### src/sv/rtbn_pkg.sv
package rtbn_pkg;

  // fixed field widths
  localparam int CfgBits    = 32;
  localparam int CfgIdxBits = 2;
  localparam int RowBits    = 16;
  localparam int ByteBits   = 8;
  localparam int ByteMax    = 255;
  localparam int PadBits    = 2;

  // one quotient bit per divider step
  localparam int DivSteps   = ByteBits;
  localparam int StepBits   = $clog2(DivSteps);

  // parameter defaults
  localparam int DefValueBits  = 32;
  localparam int DefColumnBits = 16;

  // configuration register indexes
  localparam logic [CfgIdxBits-1:0] CFG_RANGE_MIN = 2'd0;
  localparam logic [CfgIdxBits-1:0] CFG_RANGE_MAX = 2'd1;
  localparam logic [CfgIdxBits-1:0] CFG_ROW_WIDTH = 2'd2;

  // reset values of the configuration registers
  localparam logic [CfgBits-1:0] RangeMinReset = 32'd0;
  localparam logic [CfgBits-1:0] RangeMaxReset = 32'd255;
  localparam logic [RowBits-1:0] RowWidthReset = 16'd4;

  // sequencer states
  typedef enum logic [2:0] {
    ST_IDLE,
    ST_CLAMP,
    ST_SETUP,
    ST_DIV,
    ST_EMIT
  } state_t;

  // strobes from the sequencer to the datapath and divider
  typedef struct packed {
    logic capture;
    logic clamp;
    logic load;
    logic step;
  } seq_ctl_t;

endpackage

### src/sv/rtbn_div.sv
// shared shift-subtract divider, one quotient bit per step
module rtbn_div #(
  parameter int NUM_BITS = rtbn_pkg::DefValueBits + 9
) (
  input  logic                          clk,
  input  rtbn_pkg::seq_ctl_t            ctl,
  input  logic [NUM_BITS-1:0]           num,
  input  logic [NUM_BITS-1:0]           den,
  output logic [rtbn_pkg::ByteBits-1:0] quot
);

  logic [NUM_BITS-1:0]           rem_r, rem_nxt;
  logic [NUM_BITS-1:0]           den_r, den_nxt;
  logic [rtbn_pkg::ByteBits-1:0] quot_r, quot_nxt;
  logic                          fits;

  // trial subtract of the shifted divisor
  assign fits = (rem_r >= den_r);

  always_comb begin
    rem_nxt  = rem_r;
    den_nxt  = den_r;
    quot_nxt = quot_r;
    if (ctl.load) begin
      rem_nxt  = num;
      den_nxt  = den << (rtbn_pkg::DivSteps - 1);
      quot_nxt = '0;
    end else if (ctl.step) begin
      if (fits) begin
        rem_nxt = rem_r - den_r;
      end
      den_nxt  = den_r >> 1;
      quot_nxt = {quot_r[rtbn_pkg::ByteBits-2:0], fits};
    end
  end

  // working registers
  always_ff @(posedge clk) begin
    rem_r  <= rem_nxt;
    den_r  <= den_nxt;
    quot_r <= quot_nxt;
  end

  assign quot = quot_r;

endmodule

### src/sv/rtbn_seq.sv
// sequencer, column counter and result word output
module rtbn_seq #(
  parameter int COLUMN_BITS = rtbn_pkg::DefColumnBits
) (
  input  logic                          clk,
  input  logic                          rst_n,
  input  logic                          in_valid,
  output logic                          in_stall,
  output logic                          out_valid,
  input  logic                          out_stall,
  output logic [rtbn_pkg::ByteBits-1:0] out_byte,
  output logic                          out_is_padding,
  output logic                          out_last_of_run,
  input  logic [rtbn_pkg::RowBits-1:0]  row_width,
  input  logic [rtbn_pkg::ByteBits-1:0] pix_byte,
  output rtbn_pkg::seq_ctl_t            ctl
);

  localparam int CmpBits = (COLUMN_BITS + 1 > rtbn_pkg::RowBits) ?
                           COLUMN_BITS + 1 : rtbn_pkg::RowBits;

  rtbn_pkg::state_t state_r, state_nxt;

  logic [rtbn_pkg::StepBits-1:0] step_r, step_nxt;
  logic [COLUMN_BITS-1:0]        col_r, col_nxt;
  logic [rtbn_pkg::PadBits-1:0]  pad_cnt_r, pad_cnt_nxt;
  logic [rtbn_pkg::PadBits-1:0]  pad_idx_r, pad_idx_nxt;

  logic                         accept;
  logic                         taken;
  logic                         last_word;
  logic [rtbn_pkg::RowBits-1:0] eff_width;
  logic [CmpBits-1:0]           col_next;
  logic                         row_end;

  assign accept    = in_valid && !in_stall;
  assign taken     = out_valid && !out_stall;
  assign last_word = (pad_idx_r == pad_cnt_r);

  // row width zero behaves as one
  assign eff_width = (row_width == '0) ? rtbn_pkg::RowBits'(1) : row_width;
  assign col_next  = CmpBits'(col_r) + CmpBits'(1);
  assign row_end   = (col_next >= CmpBits'(eff_width));

  // next state
  always_comb begin
    state_nxt = state_r;
    case (state_r)
      rtbn_pkg::ST_IDLE:  if (in_valid) state_nxt = rtbn_pkg::ST_CLAMP;
      rtbn_pkg::ST_CLAMP: state_nxt = rtbn_pkg::ST_SETUP;
      rtbn_pkg::ST_SETUP: state_nxt = rtbn_pkg::ST_DIV;
      rtbn_pkg::ST_DIV: begin
        if (step_r == rtbn_pkg::StepBits'(rtbn_pkg::DivSteps - 1)) begin
          state_nxt = rtbn_pkg::ST_EMIT;
        end
      end
      rtbn_pkg::ST_EMIT: if (taken && last_word) state_nxt = rtbn_pkg::ST_IDLE;
      default: state_nxt = rtbn_pkg::ST_IDLE;
    endcase
  end

  // outputs of the sequencer
  always_comb begin
    ctl             = '0;
    in_stall        = 1'b1;
    out_valid       = 1'b0;
    out_byte        = '0;
    out_is_padding  = 1'b0;
    out_last_of_run = 1'b0;
    case (state_r)
      rtbn_pkg::ST_IDLE: begin
        in_stall    = 1'b0;
        ctl.capture = in_valid;
      end
      rtbn_pkg::ST_CLAMP: ctl.clamp = 1'b1;
      rtbn_pkg::ST_SETUP: ctl.load  = 1'b1;
      rtbn_pkg::ST_DIV:   ctl.step  = 1'b1;
      rtbn_pkg::ST_EMIT: begin
        out_valid       = 1'b1;
        out_is_padding  = (pad_idx_r != '0);
        out_byte        = (pad_idx_r == '0) ? pix_byte : '0;
        out_last_of_run = last_word;
      end
      default: in_stall = 1'b1;
    endcase
  end

  // counters: divider steps, column position, padding words
  always_comb begin
    step_nxt    = step_r;
    col_nxt     = col_r;
    pad_cnt_nxt = pad_cnt_r;
    pad_idx_nxt = pad_idx_r;
    if (accept) begin
      pad_idx_nxt = '0;
      if (row_end) begin
        col_nxt     = '0;
        pad_cnt_nxt = rtbn_pkg::PadBits'(
                        {rtbn_pkg::PadBits{1'b0}} - eff_width[rtbn_pkg::PadBits-1:0]);
      end else begin
        col_nxt     = col_next[COLUMN_BITS-1:0];
        pad_cnt_nxt = '0;
      end
    end
    if (ctl.load) begin
      step_nxt = '0;
    end else if (ctl.step) begin
      step_nxt = step_r + rtbn_pkg::StepBits'(1);
    end
    if (taken && !last_word) begin
      pad_idx_nxt = pad_idx_r + rtbn_pkg::PadBits'(1);
    end
  end

  always_ff @(posedge clk) begin
    if (!rst_n) begin
      state_r   <= rtbn_pkg::ST_IDLE;
      col_r     <= '0;
      step_r    <= '0;
      pad_cnt_r <= '0;
      pad_idx_r <= '0;
    end else begin
      state_r   <= state_nxt;
      col_r     <= col_nxt;
      step_r    <= step_nxt;
      pad_cnt_r <= pad_cnt_nxt;
      pad_idx_r <= pad_idx_nxt;
    end
  end

  // the divider runs exactly its step count before the first word
  a_div_len: assert property (@(posedge clk) disable iff (!rst_n)
    (state_r == rtbn_pkg::ST_DIV) &&
    (step_r == rtbn_pkg::StepBits'(rtbn_pkg::DivSteps - 1))
    |=> out_valid && !out_is_padding)
    else $error("divider did not hand over after its last step");

  // the padding index never passes the padding count
  a_pad_range: assert property (@(posedge clk) disable iff (!rst_n)
    out_valid |-> pad_idx_r <= pad_cnt_r)
    else $error("padding index beyond padding count");

  // the last word of a run frees the input side
  a_last_frees: assert property (@(posedge clk) disable iff (!rst_n)
    taken && out_last_of_run |=> !in_stall && !out_valid)
    else $error("block still busy after the last word");

  // an accepted word starts the clamp cycle
  a_accept_clamp: assert property (@(posedge clk) disable iff (!rst_n)
    accept |=> ctl.clamp && in_stall)
    else $error("accepted word did not start processing");

endmodule

### src/sv/range_to_byte_normalizer.sv
// channel | ports                                  | direction
// --------+----------------------------------------+----------
// in      | in_valid, in_stall, in_pixel_value     | sink
// out     | out_valid, out_stall, out_byte,        | source
//         | out_is_padding, out_last_of_run        |
// cfg     | cfg_we, cfg_idx, cfg_wdata             | sink
//
// one pixel word passes accept, clamp, setup and eight steps of the
// shared shift-subtract divider, one quotient bit each, on its way to its byte.
// the pixel byte and up to three padding words follow, one per cycle
// unless out_stall holds them; in_stall stays high until the last is taken.
// rst_n is synchronous: registers return to min 0, max 255, width 4 and
// the column counter to zero. no clearing pass is needed.
module range_to_byte_normalizer #(
  parameter int VALUE_BITS  = rtbn_pkg::DefValueBits,
  parameter int COLUMN_BITS = rtbn_pkg::DefColumnBits
) (
  input  logic                            clk,
  input  logic                            rst_n,
  input  logic                            in_valid,
  output logic                            in_stall,
  input  logic [VALUE_BITS-1:0]           in_pixel_value,
  output logic                            out_valid,
  input  logic                            out_stall,
  output logic [rtbn_pkg::ByteBits-1:0]   out_byte,
  output logic                            out_is_padding,
  output logic                            out_last_of_run,
  input  logic                            cfg_we,
  input  logic [rtbn_pkg::CfgIdxBits-1:0] cfg_idx,
  input  logic [rtbn_pkg::CfgBits-1:0]    cfg_wdata
);

  localparam int NumBits = VALUE_BITS + 9;

  logic [rtbn_pkg::CfgBits-1:0] range_min_r;
  logic [rtbn_pkg::CfgBits-1:0] range_max_r;
  logic [rtbn_pkg::RowBits-1:0] row_width_r;

  logic signed [VALUE_BITS-1:0] lo_s, hi_s, clamped;
  logic signed [VALUE_BITS-1:0] pix_r, v_r;
  logic [VALUE_BITS-1:0]        span_r, d;
  logic                         ok_r;
  logic [NumBits-1:0]           num, den, d_ext, span_ext;
  logic [rtbn_pkg::ByteBits-1:0] quot, pix_byte;

  rtbn_pkg::seq_ctl_t ctl;

  // configuration registers
  always_ff @(posedge clk) begin
    if (!rst_n) begin
      range_min_r <= rtbn_pkg::RangeMinReset;
      range_max_r <= rtbn_pkg::RangeMaxReset;
      row_width_r <= rtbn_pkg::RowWidthReset;
    end else if (cfg_we) begin
      case (cfg_idx)
        rtbn_pkg::CFG_RANGE_MIN: range_min_r <= cfg_wdata;
        rtbn_pkg::CFG_RANGE_MAX: range_max_r <= cfg_wdata;
        rtbn_pkg::CFG_ROW_WIDTH: row_width_r <= cfg_wdata[rtbn_pkg::RowBits-1:0];
        default: ;
      endcase
    end
  end

  // range limits read at the sample width
  if (VALUE_BITS <= rtbn_pkg::CfgBits) begin : g_narrow
    assign lo_s = range_min_r[VALUE_BITS-1:0];
    assign hi_s = range_max_r[VALUE_BITS-1:0];
  end else begin : g_wide
    assign lo_s = VALUE_BITS'(range_min_r);
    assign hi_s = VALUE_BITS'(range_max_r);
  end

  // clamp to the range
  assign clamped = (pix_r < lo_s) ? lo_s : ((hi_s < pix_r) ? hi_s : pix_r);

  always_ff @(posedge clk) begin
    if (ctl.capture) begin
      pix_r <= in_pixel_value;
    end
    if (ctl.clamp) begin
      v_r    <= clamped;
      span_r <= VALUE_BITS'(hi_s - lo_s);
      ok_r   <= (lo_s < hi_s);
    end
  end

  // dividend and divisor for the truncating or the rounded mapping
  assign d        = VALUE_BITS'(v_r - lo_s);
  assign d_ext    = NumBits'(d);
  assign span_ext = NumBits'(span_r);

  always_comb begin
    if (span_r > VALUE_BITS'(rtbn_pkg::ByteMax)) begin
      num = d_ext << 8;
      den = span_ext + NumBits'(1);
    end else begin
      num = (d_ext << 9) - (d_ext << 1) + span_ext;
      den = span_ext << 1;
    end
  end

  rtbn_div #(
    .NUM_BITS(NumBits)
  ) u_div (
    .clk  (clk),
    .ctl  (ctl),
    .num  (num),
    .den  (den),
    .quot (quot)
  );

  // empty or inverted range gives zero
  assign pix_byte = ok_r ? quot : '0;

  rtbn_seq #(
    .COLUMN_BITS(COLUMN_BITS)
  ) u_seq (
    .clk             (clk),
    .rst_n           (rst_n),
    .in_valid        (in_valid),
    .in_stall        (in_stall),
    .out_valid       (out_valid),
    .out_stall       (out_stall),
    .out_byte        (out_byte),
    .out_is_padding  (out_is_padding),
    .out_last_of_run (out_last_of_run),
    .row_width       (row_width_r),
    .pix_byte        (pix_byte),
    .ctl             (ctl)
  );

endmodule

### config.mk
export PLATFORM = sky130hd
export DESIGN_NAME = range_to_byte_normalizer
export DESIGN_NICKNAME = d
export VERILOG_FILES = /design/src/sv/rtbn_pkg.sv /design/src/sv/rtbn_div.sv /design/src/sv/rtbn_seq.sv /design/src/sv/range_to_byte_normalizer.sv
export SDC_FILE = /design/constraint.sdc
export NUM_CORES = 1
export LEC_CHECK = 0
export ABC_AREA = 1
export BUFFER_PORTS_ARGS = -buffer_cell sky130_fd_sc_hd__buf_2
export CAP_MARGIN = 15
export CELL_PAD_IN_SITES_DETAIL_PLACEMENT = 1
export CELL_PAD_IN_SITES_GLOBAL_PLACEMENT = 1
export CORE_MARGIN = 10
export CORE_UTILIZATION = 47
export DETAILED_ROUTE_END_ITERATION = 8
export PLACE_DENSITY = 0.89
export SKIP_CTS_REPAIR_TIMING = 1
export SLEW_MARGIN = 0
export SYNTH_ARGS = -nofsm -noshare
export SYNTH_HDL_FRONTEND = slang
export SYNTH_SLANG_ARGS = --single-unit
### constraint.sdc
create_clock -name clk -period 5.2 [get_ports clk]
set_clock_uncertainty 0.1 [all_clocks]
set_input_delay 1.04 -clock clk [delete_from_list [all_inputs] [get_ports clk]]
set_output_delay 1.04 -clock clk [all_outputs]
set_load 0.01 [all_outputs]
==> results of run 1 <==
==> cell type report <==
| type | count | area, µm² | area share |
|---|---|---|---|
| Sequential cell | 292 | 7560 | 0.283 |
| Inverter | 419 | 1570 | 0.0588 |
| Clock buffer | 51 | 1050 | 0.0393 |
| Multi-Input combinational cell | 2668 | 15000 | 0.560 |
| Clock inverter | 14 | 118 | 0.00440 |
| Timing Repair Buffer | 104 | 623 | 0.0233 |
| Tap cell | 680 | 851 | 0.0318 |
==> registers in the layout (all words and copies together) (netlist names) <==
name	flops
u_seq.pad_idx_r	2
u_div.rem_r	41
u_seq.step_r	3
span_r	32
ok_r	1
lo_s	32
u_div.quot	8
pix_r	32
hi_s	32
u_seq.pad_cnt_r	2
u_seq.col_r	16
v_r	32
u_seq.state_r	3
row_width_r	16
u_div.den_r	40
==> power by group through the flow <==
stage	clock network, mW	registers (mW)	logic, mW
floorplan	0	3.41	7.38
global placement	0	3.51	10.4
finish	2.54	3.51	11.1
global route	2.67	3.55	12.2
CTS	2.58	3.50	10.8
detailed placement	0	3.54	10.7
==> per-layer routing <==
metal | GRT usage | vias to the layer above | wire length, µm
met4 | 0.133 | 0 | 4330
met5 | 0 | - | 0
met3 | 0.0411 | 233 | 5040
met1 | 0.352 | 12000 | 37600
met2 | 0.498 | 800 | 43500
li1 | - | 11700 | -
==> logic make-up after synthesis <==
group                    synth area share
AND/OR/NAND/NOR                     0.285
XOR/XNOR                           0.0380
AO/OA/AOI/OAI                       0.149
adder cells (fa/ha/maj)             0.141
buffers and inverters              0.0773
flip-flops                          0.310
==> metrics by stage <==
stage                     cell area [µm²]  hold WS, ns  total power [mW]  instances
after detailed placement            25500        0.362              14.2       4160
final                               26700        0.366              17.2       4228
after global placement              25500        0.355              13.9       4160
after floorplan                     24400        0.343              10.8       3452
after global routing                26700        0.391              18.5       4228
after CTS                           26700        0.370              16.9       4225
==> critical path, delay by kind of cell (launching register included) <==
family,cells,cell delay [ns]
buf+inv,2,0.18
flops,1,0.39
simple gates,9,1.07
fa+ha+maj,4,1.43
compound gates,8,1.46
==> cell usage after synthesis (2+ instances only) <==
library cell and n:
nor2_4 6, o21ai_1 11, buf_2 16, and2_1 2, nand3_2 3, nand3_1 234
nor3_1 45, nand2_1 870, o21ai_2 3, a21oi_1 310, inv_1 412, a221oi_1 2
fa_1 26, a22oi_1 2, clkbuf_1 54, nor2_2 6, a31oi_1 10, o211ai_1 16
o22ai_1 13, nor4_1 20, a21o_1 14, o31ai_1 2, ha_1 234, xor2_1 70
inv_2 7, dfxtp_1 121, buf_6 2, a211oi_1 3, nor2_1 343, nand4_1 55
o21bai_1 16, nand3b_1 20, nor3_2 2, or2_2 14, o21ai_0 237, nand2_2 6
o221ai_1 7, a21boi_0 4, and3_1 2, edfxtp_1 171, o21a_1 14, xnor2_1 34
==> worst max-delay path by stage <==
stage	start	end
after floorplan	v_r[0]	u_div.rem_r[33]
after global placement	v_r[0]	u_div.rem_r[40]
after detailed placement	lo_s[0]	u_div.rem_r[40]
after CTS	lo_s[0]	u_div.rem_r[40]
after global routing	lo_s[1]	u_div.rem_r[32]
final	lo_s[0]	u_div.rem_r[23]
==> flow_metrics.env, run 1 <==
export IMPL_path_class="flop to flop"
export IMPL_num_rows=83
export IMPL_clk_pin_slew_worst_paths_ns=0.06
export IMPL_core_area_mm2=0.0513
export IMPL_post_route_min_period_ns=4.88
export IMPL_rr_worst_depth=23
export IMPL_intPower_mw=8.10
export IMPL_avgSynthCellArea_um2=7.06
export IMPL_rsz0062_at_grt="false"
export IMPL_r2r_end="u_div.rem_r[23]"
export IMPL_power_frac_comb=0.648
export IMPL_relSlewSlack=0.406
export IMPL_dieArea_mm2=0.0614
export IMPL_drive_above_1_share=0.0614
export IMPL_grt_ovfl_total=0
export IMPL_clock_sinks=292
export IMPL_synth_main_ff_cell="edfxtp_1"
export IMPL_fin_util=0.521
export IMPL_critPathRequiredTime_ns=5.40
export IMPL_gp_congestion=0.976
export IMPL_yosysWarningCount=0
export IMPL_peakVddDrop_uv=292
export IMPL_yosys_area_top_type="edfxtp_1"
export IMPL_ios=83
export IMPL_routed_wl_um=90400
export IMPL_netSwitchingPower_mw=9.08
export IMPL_p_leak_nw=12.2
export IMPL_p_clk_frac=0.148
export IMPL_first_iter_violations=1647
export IMPL_root_buffer="clkbuf_16"
export IMPL_fp_dieH_um=248
export IMPL_layout_common_cells="869 x nand2_1, 412 x inv_1, 340 x nor2_1, 309 x a21oi_1, 237 x o21ai_0"
export IMPL_nNetsFinal=3852
export IMPL_synth_area_mm2=0.0244
export IMPL_fin_crit_sh=0.938
export IMPL_grt_max_degree=65
export IMPL_clk_latency_ns=0.56
export IMPL_antenna_found_initial=0
export IMPL_cts_tree="yes"
export IMPL_async_reset_ff_frac=0
export IMPL_dieWidth_um=248
export IMPL_syn_inst=3452
export IMPL_mostFrequentLayoutCell="nand2_1"
export IMPL_syn_nets=3783
export IMPL_hold_violations=0
export IMPL_drtPass1Iterations=6
export IMPL_tns_ns=0
export IMPL_post_place_ws_ns=0.307
export IMPL_setup_slack_ns=0.323
export IMPL_timing_rr_start="lo_s[0]"
export IMPL_worst_pin_slew_ns=0.882
export IMPL_outcome="complete, no violations"
export IMPL_reg2reg_slack_ns=0.32
export IMPL_wire_per_inst_um=21.4
export IMPL_grt_pass1_wl_um=141000
export IMPL_cp_max_fo=4
export IMPL_fill_cells=6751
export IMPL_setup_violations=0
export IMPL_fmax_ghz=0.205
export IMPL_num_antenna_cells=0
export IMPL_maxCapViolCount=0
export IMPL_p_sw_frac=0.528
export IMPL_cts_buffers=36
export IMPL_start_util=0.475
export IMPL_slew_viol_final=0
export IMPL_cp_data_arrival_time_ns=5.08
export IMPL_cpMostUsedCell="nand2_1"
export IMPL_seqPwrFrac=0.204
export IMPL_track_usage=0.289
export IMPL_grt_pass1_vias=26100
export IMPL_hp_class="flop to flop"
export IMPL_cts_path_max_buffers=3
export IMPL_startpoint_type="flop"
export IMPL_area_growth_pct=9.65
export IMPL_ctsHtreeMaxLevel=2
export IMPL_ant_nets=0
export IMPL_slowest_delay_ns=0.44
export IMPL_portBuffers=82
export IMPL_dr_total_vias=24800
export IMPL_cpMaxStageDelayCell="fa_1"
export IMPL_ys_top_cells_by_area="edfxtp_1 21%, nand2_1 13%, ha_1 12%, dfxtp_1 9.9%, a21oi_1 6.4%"
export IMPL_yosysSeqAreaShare=0.310
export IMPL_min_to="u_seq.step_r[1]"
export IMPL_hold_start="u_seq.step_r[1]"
export IMPL_yosysTopAreaCellShare=0.211
export IMPL_synth_edf_count=171
export IMPL_hold_depth=2
export IMPL_ys_seq_elements=292
export IMPL_hpwlAfterDp_um=71200
export IMPL_ys_types=55
export IMPL_critPathCaptureType="flop"
export IMPL_cp_cell_sequence="ha_1, inv_1, fa_1, nand2_1, nand2_1, nand3b_1, nand2_1, a21oi_1, o21ai_1, nand2_1, nand3_1, nand2_1, inv_1, fa_1, ha_1, a21oi_1, o21ai_0, a21oi_1, nand3_1, a21oi_1, o21ai_0, o211ai_1, nand2_1"
export IMPL_vias_per_cell=5.86
export IMPL_drc=0
export IMPL_power_density_mw_per_mm2=642
Note: power is estimated with default switching activity, not from simulation.
==> run 2: changes to the inputs <==
Settings changed: REMOVE_ABC_BUFFERS set to 1, SLEW_MARGIN 0 to not set.
Clock period 5.2 ns to 5.1 ns, I/O delays scaled along.
==> flow_metrics.env, run 2 (synthesis gave the netlist of run 1 again) <==
export IMPL_outcome="complete, no violations"
export IMPL_largest_register_ffs=41
export IMPL_setup_slack_ns=0.255
export IMPL_dr_total_vias=24500
export IMPL_seq_area_mm2=0.00756
export IMPL_nNetsFinal=3851
export IMPL_antenna_found_initial=1
export IMPL_area_growth_pct=9.51
export IMPL_routed_wl_um=87900
export IMPL_hold_start="u_seq.step_r[1]"
export IMPL_fill_cells=6777
export IMPL_ant_nets=0
export IMPL_post_place_ws_ns=0.299
export IMPL_first_iter_violations=1476
export IMPL_root_buffer="clkbuf_16"
export IMPL_mostFrequentLayoutCell="nand2_1"
export IMPL_vias_per_cell=5.81
export IMPL_drc=0
export IMPL_cp_top_family="simple AND/OR/NAND/NOR gates"
export IMPL_fp_dieH_um=248
export IMPL_slowest_delay_ns=0.46
export IMPL_maxCapViolCount=0
export IMPL_fmax_ghz=0.206
export IMPL_gp_congestion=0.961
export IMPL_core_area_mm2=0.0513
export IMPL_ctsHtreeMaxLevel=2
export IMPL_critPathRequiredTime_ns=5.31
export IMPL_cts_path_max_buffers=3
export IMPL_grt_max_degree=65
export IMPL_tns_ns=0
export IMPL_multi_input_area_mm2=0.0150
export IMPL_track_usage=0.283
export IMPL_clk_latency_ns=0.57
export IMPL_setup_violations=0
export IMPL_dieArea_mm2=0.0614
export IMPL_grt_pass1_wl_um=138000
export IMPL_portBuffers=82
export IMPL_whs_ns=0.381
export IMPL_cp_max_fo=5
export IMPL_hp_class="flop to flop"
export IMPL_drtPass1Iterations=6
export IMPL_critPathCaptureType="flop"
export IMPL_wire_per_inst_um=20.8
export IMPL_start_util=0.475
export IMPL_worst_pin_slew_ns=1.07
export IMPL_hold_violations=0
export IMPL_cts_tree="yes"
export IMPL_post_route_min_period_ns=4.85
export IMPL_startpoint_type="flop"
export IMPL_p_leak_nw=12.2
export IMPL_slew_viol_final=0
export IMPL_cp_data_arrival_time_ns=5.05
export IMPL_dieWidth_um=248
export IMPL_cts_buffers=35
export IMPL_ios=83
export IMPL_cpMaxStageDelayCell="fa_1"
export IMPL_dp_cells=4162
export IMPL_grt_ovfl_total=0
export IMPL_num_rows=83
export IMPL_largestRegisters="u_div.rem_r x41, u_div.den_r x40"
export IMPL_final_instance_count_excl_fill=4225
export IMPL_layout_common_cells="869 x nand2_1, 412 x inv_1, 339 x nor2_1, 307 x a21oi_1, 236 x o21ai_0"
export IMPL_startpoint="lo_s[0]"
export IMPL_grt_pass1_vias=25800
export IMPL_num_antenna_cells=0
export IMPL_drive_above_1_share=0.0618
export IMPL_fin_crit_sh=0.950
export IMPL_clock_sinks=292
export IMPL_clk_pin_slew_worst_paths_ns=0.06
export IMPL_relSlewSlack=0.284
export IMPL_hpwlAfterDp_um=70500
export IMPL_timing_rr_start="lo_s[0]"
export IMPL_peakVddDrop_uv=315
export IMPL_power_density_mw_per_mm2=645
export IMPL_path_buf_inv=2
export IMPL_path_class="flop to flop"
export IMPL_cpMostUsedCell="nand2_1"
export IMPL_regMostFlops="u_div.rem_r"
-- run 2: path summary, 6_finish.rpt --
kind	slack (ns)	cells past startpoint	endpoint
worst max-delay path	0.25	25	u_div.rem_r[40]
worst min-delay path	0.38	2	u_seq.step_r[1]
worst max register to register	0.25	25	u_div.rem_r[40]
worst min register to register	0.38	2	u_seq.step_r[1]
-- run 2: report_power, final --
| group | total, mW | internal [mW] | switching, mW |
|---|---|---|---|
| Combinational | 11.1 | 3.50 | 7.64 |
| Clock | 2.51 | 1.47 | 1.04 |
| Sequential | 3.57 | 3.23 | 0.340 |
-- run 2: metal layers --
layer  wire, µm  GRT usage  vias to the layer above
li1           -          -                    11700
met1      37400      0.345                    12000
met2      42600      0.490                      619
met3       3540     0.0339                      219
met4       4330      0.134                        2
met5         13          0                        -
-- run 2: worst reg2reg max path: stages, from the launching register on --
cell	delay, ns
dfxtp_1	0.41
ha_1	0.18
inv_1	0.06
fa_1	0.40
nand2_1	0.08
nand2_1	0.06
nand3b_1	0.09
nand2_1	0.14
nand2_1	0.11
nand2_1	0.16
nand3_1	0.12
nand2_1	0.06
or2_2	0.27
nand2_1	0.10
inv_1	0.09
fa_1	0.46
ha_1	0.40
a21oi_1	0.32
o21ai_0	0.19
a21oi_1	0.21
nor2_1	0.06
nor2_1	0.09
nand3_1	0.12
nand3b_1	0.18
nand3_1	0.07
nand2_1	0.06
-- run 2: cell type report --
| type | count | share of cell area |
|---|---|---|
| timing repair buffer | 104 | 0.0223 |
| clock buffer | 51 | 0.0374 |
| inverter | 419 | 0.0589 |
| tap | 680 | 0.0319 |
| clock inverter | 11 | 0.00459 |
| multi-input combinational | 2668 | 0.562 |
| sequential | 292 | 0.283 |
-- run 2: stage by stage --
step | total power [mW] | cell area, µm² | utilization
after global routing | 18.6 | 26700 | 0.520
after floorplan | 10.9 | 24100 | -
after CTS | 16.9 | 26600 | 0.519
final | 17.2 | 26700 | 0.520
after detailed placement | 14.3 | 25500 | 0.497
after global placement | 14.0 | 25500 | 0.497
